**src/rtl/rrtq_pkg.sv**
```systemverilog
`timescale 1ns / 1ps

package rrtq_pkg;

    localparam int DEFAULT_QUEUE_DEPTH = 128;
    localparam int HANDLE_W            = 16;
    localparam int ID_W                = 8;
    localparam int COUNT_W             = 8;
    localparam int S_TDATA_W           = 32;
    localparam int M_TDATA_W           = 56;

    localparam logic [ID_W-1:0] FIRST_ID_RESET = 8'd1;

    typedef enum logic [1:0] {
        CMD_ADD     = 2'd0,
        CMD_PREEMPT = 2'd1,
        CMD_EXIT    = 2'd2,
        CMD_KILL    = 2'd3
    } t_cmd;

    typedef enum logic [1:0] {
        ST_OK       = 2'd0,
        ST_FULL     = 2'd1,
        ST_EMPTY    = 2'd2,
        ST_NOTFOUND = 2'd3
    } t_status;

    typedef struct packed {
        logic [HANDLE_W-1:0] handle;
        logic [ID_W-1:0]     id;
    } t_entry;

    // last member sits in the lowest bits
    typedef struct packed {
        logic [COUNT_W-1:0]  task_count;
        logic [HANDLE_W-1:0] kill_handle;
        logic [ID_W-1:0]     assigned_id;
        logic [HANDLE_W-1:0] running_handle;
        logic                running_valid;
        t_status             status;
    } t_result;

endpackage

```
**src/rtl/rrtq_mem.sv**
```systemverilog
`timescale 1ns / 1ps

module rrtq_mem #(
    parameter int DEPTH = rrtq_pkg::DEFAULT_QUEUE_DEPTH,
    parameter int AW    = $clog2(DEPTH)
) (
    input  logic             i_clk,
    input  logic             i_we,
    input  logic [AW-1:0]    i_waddr,
    input  rrtq_pkg::t_entry i_wdata,
    input  logic             i_re,
    input  logic [AW-1:0]    i_raddr,
    output rrtq_pkg::t_entry o_rdata
);

    rrtq_pkg::t_entry r_mem [DEPTH];
    rrtq_pkg::t_entry r_rdata;

    always_ff @(posedge i_clk) begin
        if (i_we) begin
            r_mem[i_waddr] <= i_wdata;
        end
    end

    always_ff @(posedge i_clk) begin
        if (i_re) begin
            r_rdata <= r_mem[i_raddr];
        end
    end

    assign o_rdata = r_rdata;

endmodule

```
**src/rtl/rrtq_ctrl.sv**
```systemverilog
`timescale 1ns / 1ps

module rrtq_ctrl #(
    parameter int DEPTH = rrtq_pkg::DEFAULT_QUEUE_DEPTH,
    parameter int AW    = $clog2(DEPTH),
    parameter int CW    = $clog2(DEPTH + 1)
) (
    input  logic                          i_clk,
    input  logic                          i_rst_n,
    input  logic                          i_cfg_we,
    input  logic [rrtq_pkg::ID_W-1:0]     i_cfg_wdata,
    input  logic                          i_valid,
    output logic                          o_ready,
    input  rrtq_pkg::t_cmd                i_cmd,
    input  logic [rrtq_pkg::HANDLE_W-1:0] i_handle,
    input  logic [rrtq_pkg::ID_W-1:0]     i_task_id,
    output logic                          o_res_valid,
    input  logic                          i_res_ready,
    output rrtq_pkg::t_result             o_res,
    output logic                          o_mem_we,
    output logic [AW-1:0]                 o_mem_waddr,
    output rrtq_pkg::t_entry              o_mem_wdata,
    output logic                          o_mem_re,
    output logic [AW-1:0]                 o_mem_raddr,
    input  rrtq_pkg::t_entry              i_mem_rdata
);

    typedef enum logic [2:0] {
        S_IDLE,
        S_ROT,
        S_SCAN,
        S_RDF,
        S_WAIT,
        S_DONE
    } t_state;

    function automatic logic [AW-1:0] f_wrap(input logic [AW-1:0] p);
        f_wrap = (p == AW'(DEPTH - 1)) ? '0 : AW'(p + 1'b1);
    endfunction

    t_state                        r_state, n_state;
    logic [AW-1:0]                 r_head, n_head;
    logic [AW-1:0]                 r_tail, n_tail;
    logic [CW-1:0]                 r_occ, n_occ;
    logic [rrtq_pkg::ID_W-1:0]     r_next_id, n_next_id;
    logic                          r_pending, n_pending;
    rrtq_pkg::t_cmd                r_cmd, n_cmd;
    logic [rrtq_pkg::HANDLE_W-1:0] r_handle, n_handle;
    logic [rrtq_pkg::ID_W-1:0]     r_tid, n_tid;
    logic [AW-1:0]                 r_rd_ptr, n_rd_ptr;
    logic [CW-1:0]                 r_iss, n_iss;
    logic [CW-1:0]                 r_proc, n_proc;
    logic                          r_rvld, n_rvld;
    logic                          r_found, n_found;
    rrtq_pkg::t_result             r_res, n_res;

    logic [CW+7:0] w_occ_ext;
    logic          w_last;

    assign w_occ_ext = {8'd0, r_occ};
    assign w_last    = (r_proc == CW'(r_occ - 1'b1));

    always_comb begin
        n_state     = r_state;
        n_head      = r_head;
        n_tail      = r_tail;
        n_occ       = r_occ;
        n_next_id   = r_next_id;
        n_pending   = r_pending;
        n_cmd       = r_cmd;
        n_handle    = r_handle;
        n_tid       = r_tid;
        n_rd_ptr    = r_rd_ptr;
        n_iss       = r_iss;
        n_proc      = r_proc;
        n_rvld      = r_rvld;
        n_found     = r_found;
        n_res       = r_res;
        o_mem_we    = 1'b0;
        o_mem_waddr = f_wrap(r_tail);
        o_mem_wdata = i_mem_rdata;
        o_mem_re    = 1'b0;
        o_mem_raddr = r_head;

        if (i_cfg_we) begin
            n_next_id = i_cfg_wdata;
        end

        case (r_state)
            S_IDLE: begin
                if (i_valid) begin
                    n_cmd      = i_cmd;
                    n_handle   = i_handle;
                    n_tid      = i_task_id;
                    n_res      = '0;
                    n_res.status = rrtq_pkg::ST_OK;
                    n_rd_ptr   = r_head;
                    n_iss      = '0;
                    n_proc     = '0;
                    n_rvld     = 1'b0;
                    n_found    = 1'b0;
                    n_state    = S_RDF;
                    case (i_cmd)
                        rrtq_pkg::CMD_ADD: begin
                            if (r_occ == CW'(DEPTH)) begin
                                n_res.status = rrtq_pkg::ST_FULL;
                            end else begin
                                o_mem_we    = 1'b1;
                                o_mem_wdata = '{handle: i_handle, id: r_next_id};
                                n_tail      = f_wrap(r_tail);
                                n_occ       = CW'(r_occ + 1'b1);
                                n_next_id   = r_next_id + 1'b1;
                                n_res.assigned_id = r_next_id;
                            end
                        end
                        rrtq_pkg::CMD_PREEMPT: begin
                            if (r_occ == '0) begin
                                n_res.status = rrtq_pkg::ST_EMPTY;
                            end else begin
                                o_mem_re = 1'b1;
                                n_state  = S_ROT;
                            end
                        end
                        rrtq_pkg::CMD_EXIT: begin
                            if (r_occ == '0) begin
                                n_res.status = rrtq_pkg::ST_EMPTY;
                            end else if (!r_pending) begin
                                n_head = f_wrap(r_head);
                                n_occ  = CW'(r_occ - 1'b1);
                            end else begin
                                n_pending = 1'b0;
                                n_state   = S_SCAN;
                            end
                        end
                        rrtq_pkg::CMD_KILL: begin
                            if (r_occ == '0) begin
                                n_res.status = rrtq_pkg::ST_NOTFOUND;
                            end else begin
                                n_state = S_SCAN;
                            end
                        end
                        default: begin
                            n_state = S_RDF;
                        end
                    endcase
                end
            end
            S_ROT: begin
                o_mem_we = 1'b1;
                n_tail   = f_wrap(r_tail);
                n_head   = f_wrap(r_head);
                n_state  = S_RDF;
            end
            S_SCAN: begin
                // reads stream one per cycle; a write of a rotated entry never
                // lands on a slot still to be read
                n_rvld = 1'b0;
                if (r_iss < r_occ) begin
                    o_mem_re    = 1'b1;
                    o_mem_raddr = r_rd_ptr;
                    n_rd_ptr    = f_wrap(r_rd_ptr);
                    n_iss       = CW'(r_iss + 1'b1);
                    n_rvld      = 1'b1;
                end
                if (r_rvld) begin
                    n_proc = CW'(r_proc + 1'b1);
                    if (r_cmd == rrtq_pkg::CMD_KILL) begin
                        if (i_mem_rdata.id == r_tid) begin
                            n_found = 1'b1;
                            n_res.kill_handle = i_mem_rdata.handle;
                        end
                        if (w_last) begin
                            if (n_found) begin
                                n_pending = 1'b1;
                            end else begin
                                n_res.status = rrtq_pkg::ST_NOTFOUND;
                            end
                            n_state = S_RDF;
                        end
                    end else begin
                        if (i_mem_rdata.handle == r_handle) begin
                            n_head  = f_wrap(r_head);
                            n_occ   = CW'(r_occ - 1'b1);
                            n_state = S_RDF;
                        end else begin
                            o_mem_we = 1'b1;
                            n_tail   = f_wrap(r_tail);
                            n_head   = f_wrap(r_head);
                            if (w_last) begin
                                n_res.status = rrtq_pkg::ST_NOTFOUND;
                                n_state      = S_RDF;
                            end
                        end
                    end
                end
            end
            S_RDF: begin
                n_res.task_count = w_occ_ext[7:0];
                if (r_occ == '0) begin
                    n_res.running_valid  = 1'b0;
                    n_res.running_handle = '0;
                    n_state = S_DONE;
                end else begin
                    o_mem_re = 1'b1;
                    n_state  = S_WAIT;
                end
            end
            S_WAIT: begin
                n_res.running_valid  = 1'b1;
                n_res.running_handle = i_mem_rdata.handle;
                n_state = S_DONE;
            end
            S_DONE: begin
                if (i_res_ready) begin
                    n_state = S_IDLE;
                end
            end
            default: begin
                n_state = S_IDLE;
            end
        endcase
    end

    always_ff @(posedge i_clk) begin
        if (!i_rst_n) begin
            r_state   <= S_IDLE;
            r_head    <= '0;
            r_tail    <= AW'(DEPTH - 1);
            r_occ     <= '0;
            r_next_id <= rrtq_pkg::FIRST_ID_RESET;
            r_pending <= 1'b0;
            r_rvld    <= 1'b0;
        end else begin
            r_state   <= n_state;
            r_head    <= n_head;
            r_tail    <= n_tail;
            r_occ     <= n_occ;
            r_next_id <= n_next_id;
            r_pending <= n_pending;
            r_rvld    <= n_rvld;
        end
        r_cmd    <= n_cmd;
        r_handle <= n_handle;
        r_tid    <= n_tid;
        r_rd_ptr <= n_rd_ptr;
        r_iss    <= n_iss;
        r_proc   <= n_proc;
        r_found  <= n_found;
        r_res    <= n_res;
    end

    assign o_ready     = (r_state == S_IDLE);
    assign o_res_valid = (r_state == S_DONE);
    assign o_res       = r_res;

endmodule

```
**src/rtl/round_robin_task_queue_core.sv**
```systemverilog
// Round-robin ready queue of tasks (handle + id) kept in a circular buffer.
// Input stream (s_axis): one command per transfer: add, preempt, exit, kill.
// Output stream (m_axis): exactly one result per command, in order.
// Config: i_cfg_we/i_cfg_wdata load the first task id into the id counter;
// write only while the block is idle.
// Path from accept to m_axis_tvalid: add, plain exit and add to a full
// queue go through S_RDF and S_WAIT (front entry read) to S_DONE; preempt
// first rotates the front entry in S_ROT; S_WAIT is skipped when the queue
// is empty after the command. Kill, and exit while a kill is pending, first
// walk the queue through the memory read port at one entry per cycle.
// One command is worked on at a time; s_axis_tready rises again once the
// result moves into the output register.
// Reset clears head, count and the pending mark, sets tail to the last slot
// and sets the id counter to 1; the queue memory needs no clearing.
// When the receiver stalls, the result waits in the output register; one
// more command may run and then holds until that register drains.
`timescale 1ns / 1ps

module round_robin_task_queue_core #(
    parameter int QUEUE_DEPTH = rrtq_pkg::DEFAULT_QUEUE_DEPTH
) (
    input  logic                           i_clk,
    input  logic                           i_rst_n,
    input  logic                           i_cfg_we,
    input  logic [rrtq_pkg::ID_W-1:0]      i_cfg_wdata,
    input  logic                           s_axis_tvalid,
    output logic                           s_axis_tready,
    // command[1:0], handle[17:2], task_id[25:18], zero[31:26]
    input  logic [rrtq_pkg::S_TDATA_W-1:0] s_axis_tdata,
    output logic                           m_axis_tvalid,
    input  logic                           m_axis_tready,
    // status[1:0], running_valid[2], running_handle[18:3], assigned_id[26:19],
    // kill_handle[42:27], task_count[50:43], zero[55:51]
    output logic [rrtq_pkg::M_TDATA_W-1:0] m_axis_tdata
);

    localparam int AW = $clog2(QUEUE_DEPTH);
    localparam int CW = $clog2(QUEUE_DEPTH + 1);

    logic              w_res_valid;
    logic              w_res_ready;
    rrtq_pkg::t_result w_res;
    logic              w_mem_we;
    logic [AW-1:0]     w_mem_waddr;
    rrtq_pkg::t_entry  w_mem_wdata;
    logic              w_mem_re;
    logic [AW-1:0]     w_mem_raddr;
    rrtq_pkg::t_entry  w_mem_rdata;

    logic              r_out_valid;
    rrtq_pkg::t_result r_out;

    rrtq_ctrl #(
        .DEPTH (QUEUE_DEPTH),
        .AW    (AW),
        .CW    (CW)
    ) u_ctrl (
        .i_clk       (i_clk),
        .i_rst_n     (i_rst_n),
        .i_cfg_we    (i_cfg_we),
        .i_cfg_wdata (i_cfg_wdata),
        .i_valid     (s_axis_tvalid),
        .o_ready     (s_axis_tready),
        .i_cmd       (rrtq_pkg::t_cmd'(s_axis_tdata[1:0])),
        .i_handle    (s_axis_tdata[17:2]),
        .i_task_id   (s_axis_tdata[25:18]),
        .o_res_valid (w_res_valid),
        .i_res_ready (w_res_ready),
        .o_res       (w_res),
        .o_mem_we    (w_mem_we),
        .o_mem_waddr (w_mem_waddr),
        .o_mem_wdata (w_mem_wdata),
        .o_mem_re    (w_mem_re),
        .o_mem_raddr (w_mem_raddr),
        .i_mem_rdata (w_mem_rdata)
    );

    rrtq_mem #(
        .DEPTH (QUEUE_DEPTH),
        .AW    (AW)
    ) u_mem (
        .i_clk   (i_clk),
        .i_we    (w_mem_we),
        .i_waddr (w_mem_waddr),
        .i_wdata (w_mem_wdata),
        .i_re    (w_mem_re),
        .i_raddr (w_mem_raddr),
        .o_rdata (w_mem_rdata)
    );

    assign w_res_ready = !r_out_valid || m_axis_tready;

    always_ff @(posedge i_clk) begin
        if (!i_rst_n) begin
            r_out_valid <= 1'b0;
        end else if (w_res_valid && w_res_ready) begin
            r_out_valid <= 1'b1;
        end else if (m_axis_tready) begin
            r_out_valid <= 1'b0;
        end
        if (w_res_valid && w_res_ready) begin
            r_out <= w_res;
        end
    end

    assign m_axis_tvalid = r_out_valid;
    assign m_axis_tdata  = {{(rrtq_pkg::M_TDATA_W - $bits(rrtq_pkg::t_result)){1'b0}}, r_out};

    a_ready_idle: assert property (@(posedge i_clk) disable iff (!i_rst_n)
        s_axis_tready |-> !w_res_valid)
        else $error("input ready while a result is pending");

    a_running_count: assert property (@(posedge i_clk) disable iff (!i_rst_n)
        m_axis_tvalid |-> (QUEUE_DEPTH > 255) ||
            (r_out.running_valid == (r_out.task_count != 8'd0)))
        else $error("running flag disagrees with task count");

    a_fail_clean: assert property (@(posedge i_clk) disable iff (!i_rst_n)
        (m_axis_tvalid && r_out.status != rrtq_pkg::ST_OK) |->
            (r_out.kill_handle == '0 && r_out.assigned_id == '0))
        else $error("failed command reports an id or handle");

    a_empty_handle: assert property (@(posedge i_clk) disable iff (!i_rst_n)
        (m_axis_tvalid && !r_out.running_valid) |-> (r_out.running_handle == '0))
        else $error("empty queue reports a running handle");

endmodule

```
**config.mk**
```make
export PLATFORM = sky130hd
export DESIGN_NAME = round_robin_task_queue_core
export DESIGN_NICKNAME = d
export VERILOG_FILES = /design/src/rtl/rrtq_pkg.sv /design/src/rtl/rrtq_mem.sv /design/src/rtl/rrtq_ctrl.sv /design/src/rtl/round_robin_task_queue_core.sv
export SDC_FILE = /design/constraint.sdc
export NUM_CORES = 2
export LEC_CHECK = 0
export BUFFER_PORTS_ARGS = -buffer_cell sky130_fd_sc_hd__buf_2
export CAP_MARGIN = 5
export CORE_MARGIN = 2
export CORE_UTILIZATION = 37
export CTS_CLUSTER_DIAMETER = 200
export DETAILED_ROUTE_END_ITERATION = 12
export GPL_TIMING_DRIVEN = 0
export PLACE_DENSITY_LB_ADDON = 0.1
export SYNTH_ARGS = -nofsm -noshare
export SYNTH_HDL_FRONTEND = slang
export SYNTH_HIERARCHICAL = 1
export SYNTH_SLANG_ARGS = --single-unit
export TNS_END_PERCENT = 20
```
**constraint.sdc**
```tcl
create_clock -name i_clk -period 8.9 [get_ports i_clk]
set_clock_uncertainty 0.15 [all_clocks]
set_input_delay 0 -clock i_clk [delete_from_list [all_inputs] [get_ports i_clk]]
set_output_delay 0 -clock i_clk [all_outputs]
set_load 0.01 [all_outputs]
```
==> qor.csv <==
metric,value,unit
run_status,"complete, no violations",
max_stage_delay,0.95,ns
numClockSinks,3284,
startpoint_type,flip-flop,
endpoint_kind,flip-flop,
ys_seq_area_share,77.7,%
grt.total_usage,20.0,%
crit_buf_inv,4,
max_slew_margin,6.71,%
path_max_fanout,10,
fin_tns_setup,0,ns
drc,0,
die_area,346000,um^2
gp_congestion,0.851,
netlist_area,126000,um^2
die_x,588,um
grt_pass1_vias,60000,
cts.clk_slew.worst_paths,0.06,ns
cts_buffers,351,
fp.dieH,588,um
setup_viol,0,
port_buffers,89,
synth_cell_types,69,
tritoncts,yes,
cpLargestDelayFamily,buffers and inverters,
crit_type,flip-flop to flip-flop,
place_inst,10000,
synthCells,5276,
rsz0062_at_grt,false,
finalPower,46900,uW
powerDensity,315,nW/um^2
antenna_found_initial,48,
critPathRequiredTime,9.39,ns
yosys.area.top_type,edfxtp_1,
synthFlopType,edfxtp_1,
grt-ovfl-total,0,
fin_crit_sh,83.6,%
grt_max_degree,96,
synth_top_area_share,77.2,%
drtIter0Drc,6093,
synth_seq_cells,3284,
worst_pin_slew,1.40,ns
yosys-top-cells-area,"edfxtp_1 (77%), mux4_2 (18%), dfxtp_1 (0.57%)",
ir_drop,0.198,mV
core_area,340000,um^2
synth_edf_count,3248,
drive_gt1_share,32.5,%
io_pins,103,
fin_ws,1.46,ns
worstPathCellList,inv_1 -> ha_1 -> a21o_1 -> a21oi_1 -> o21a_1 -> o21ai_1 -> mux2_2 -> clkbuf_1 -> clkbuf_1 -> clkbuf_1 -> mux4_2 -> mux4_2 -> mux4_2 -> mux2_2,
cts_root_buf,clkbuf_16,
period_minus_slack,7.44,ns
max_freq,134,MHz
dr.pass1.iters,6,
syn_to_final_growth,17.6,%
final_cells,10800,
clk_latency,0.93,ns
async_flop_share,0,%
cp_slowest_cell,clkbuf_1,
ant_nets,0,
cts.path.max_buffers,4,
yosysWarnings,6,
leakagePower,0.0446,uW
synth_area_per_cell,24.0,um^2
start_util,37.2,%
drv_slew,0,
nNetsFinal,6026,
hp-class,input port to flip-flop,
post-route-util,43.7,%
rrSetupSlack,1.46,ns
dp_hpwl,237000,um
via_count,58700,
vias_per_cell,5.44,
hold_viol,0,
routed_wl,347000,um
num_rows,214,
crit_arrival,7.93,ns
cts.htree.levels,5,
place_ws,1.24,ns
cap_viol_max_count,0,
routedWlPerCell,32.2,um
grt_pass1_wl,484000,um
## repair_timing
item	in CTS	in global routing
setup buffers	0	0
hold buffers	90	0
hold endpoints to repair	1072	0
resized for setup	0	0
## sequential cells by signal (all words and copies together), names as in the netlist
name / flops
u_ctrl/r_occ: 8
u_ctrl/r_next_id: 8
u_ctrl/r_rvld: 1
u_ctrl/r_proc: 8
u_ctrl/r_handle: 16
u_ctrl/r_iss: 8
u_ctrl/r_rd_ptr: 7
u_ctrl/r_pending: 1
u_ctrl/r_found: 1
u_ctrl/r_cmd: 2
u_ctrl/r_tail: 7
u_ctrl/r_head: 7
m_axis_tdata: 51
u_mem/r_mem: 3072
m_axis_tvalid: 1
u_mem/o_rdata: 24
u_ctrl/o_res: 51
u_ctrl/r_tid: 8
u_ctrl/r_state: 3
## layout make-up
| cell class | instances | area (um^2) |
|---|---|---|
| antenna | 9 | 22.5 |
| buffer | 277 | 1230 |
| clock buffer | 424 | 9230 |
| clock inverter | 209 | 1680 |
| fill | 28800 | 191000 |
| inverter | 20 | 75.1 |
| multi-input combinational | 1699 | 28000 |
| sequential | 3284 | 98300 |
| tap | 4536 | 5680 |
| timing repair buffer | 329 | 4410 |
## cells in the mapped netlist (4+ instances only)
| cell type | count |
|---|---|
| a21oi_1 | 21 |
| o31ai_1 | 4 |
| buf_2 | 67 |
| buf_1 | 46 |
| a31oi_1 | 6 |
| nor3b_1 | 5 |
| nor3_1 | 19 |
| buf_4 | 7 |
| nor4_1 | 7 |
| o21ai_0 | 16 |
| mux2i_1 | 12 |
| nand4_1 | 12 |
| xor2_1 | 28 |
| edfxtp_1 | 3248 |
| mux4_2 | 1008 |
| nand3_1 | 37 |
| nor2_1 | 169 |
| and2_1 | 48 |
| a21boi_1 | 5 |
| inv_1 | 19 |
| buf_6 | 6 |
| a21o_1 | 4 |
| mux2_2 | 39 |
| dfxtp_1 | 36 |
| nand2b_1 | 4 |
| nor2b_1 | 11 |
| ha_1 | 19 |
| and3_1 | 16 |
| nand2_1 | 110 |
| o21ai_1 | 9 |
| clkbuf_1 | 149 |
| xnor2_1 | 37 |
| or3_1 | 5 |
## cell usage in the layout, fill, tap and decap left out, drive strengths merged, types with 4 or more instances in the layout
cell and count:
edfxtp 3248, a21boi 8, nor4 7, diode 9, clkinvlp 9, nand4 12, mux2 39, nand2b 5
a21o 4, dlygate4sd3 90, or3 5, bufinv 23, and3 16, xnor2 37, o31ai 4, mux4 1008
a21oi 24, conb 5, a31oi 7, nand2 110, nand3 37, nor2b 11, dfxtp 36, inv 30
ha 19, clkinv 167, xor2 28, mux2i 12, nor3b 6, o21ai 25, buf 365, nor3 19
nor2 170, clkbuf 575, and2 50
## metal layers
metal  part of all wire (%)  vias to the layer above  global-route usage [%]  wire, um
li1                       -                    24100                       -         -
met1                     44                    32500                    29.0    154000
met2                     47                     1773                    31.7    164000
met3                    6.1                      371                    3.23     21300
met4                    2.5                        6                    4.76      8560
met5                  0.014                        -                       0        47
## cell families after synthesis
| family | synth area share [%] |
|---|---|
| AND/OR/NAND/NOR | 1.68 |
| buffers and inverters | 1.01 |
| multiplexers | 18.4 |
| flip-flops | 77.7 |
| XOR/XNOR | 0.468 |
| other | 0.00297 |
| AO/OA/AOI/OAI | 0.508 |
| adder cells (fa/ha/maj) | 0.188 |
## report_power, final
part	internal [uW]	switching (uW)	total [uW]	leakage (uW)
sequential	19200	212	19400	0.0296
combinational	4940	8460	13400	0.00964
clock	8040	5990	14000	0.00533
total	32200	14700	46900	0.0446
## per-stage QoR
| stage | hold WS (ns) | area [um^2] |
|---|---|---|
| 3_3_place_gp | 0.0316 | 133000 |
| 6_report | 0.153 | 149000 |
| 4_1_cts | 0.0614 | 148000 |
| 2_1_floorplan | -0.0511 | 126000 |
| 5_1_grt | 0.115 | 149000 |
| 3_5_place_dp | 0.0306 | 137000 |
## worst reg2reg max path, stage by stage, from the launching register on
cell	delay (ns)
dfxtp_1	0.46
inv_1	0.17
ha_1	0.31
a21o_1	0.10
a21oi_1	0.06
o21a_1	0.19
o21ai_1	0.76
mux2_2	0.33
clkbuf_1	0.85
clkbuf_1	0.96
clkbuf_1	0.82
mux4_2	0.49
mux4_2	0.54
mux4_2	0.59
mux2_2	0.39
## worst paths after layout
kind | start | end | depth (start not counted)
setup / recovery | u_ctrl/r_occ[1] | u_mem/o_rdata[15] | 14
setup reg to reg | u_ctrl/r_occ[1] | u_mem/o_rdata[15] | 14
hold / removal | i_rst_n | u_ctrl/r_occ[4] | 5
hold reg to reg | u_ctrl/o_res[50] | m_axis_tdata[50] | 0
Power figures use the tool's default switching activity.
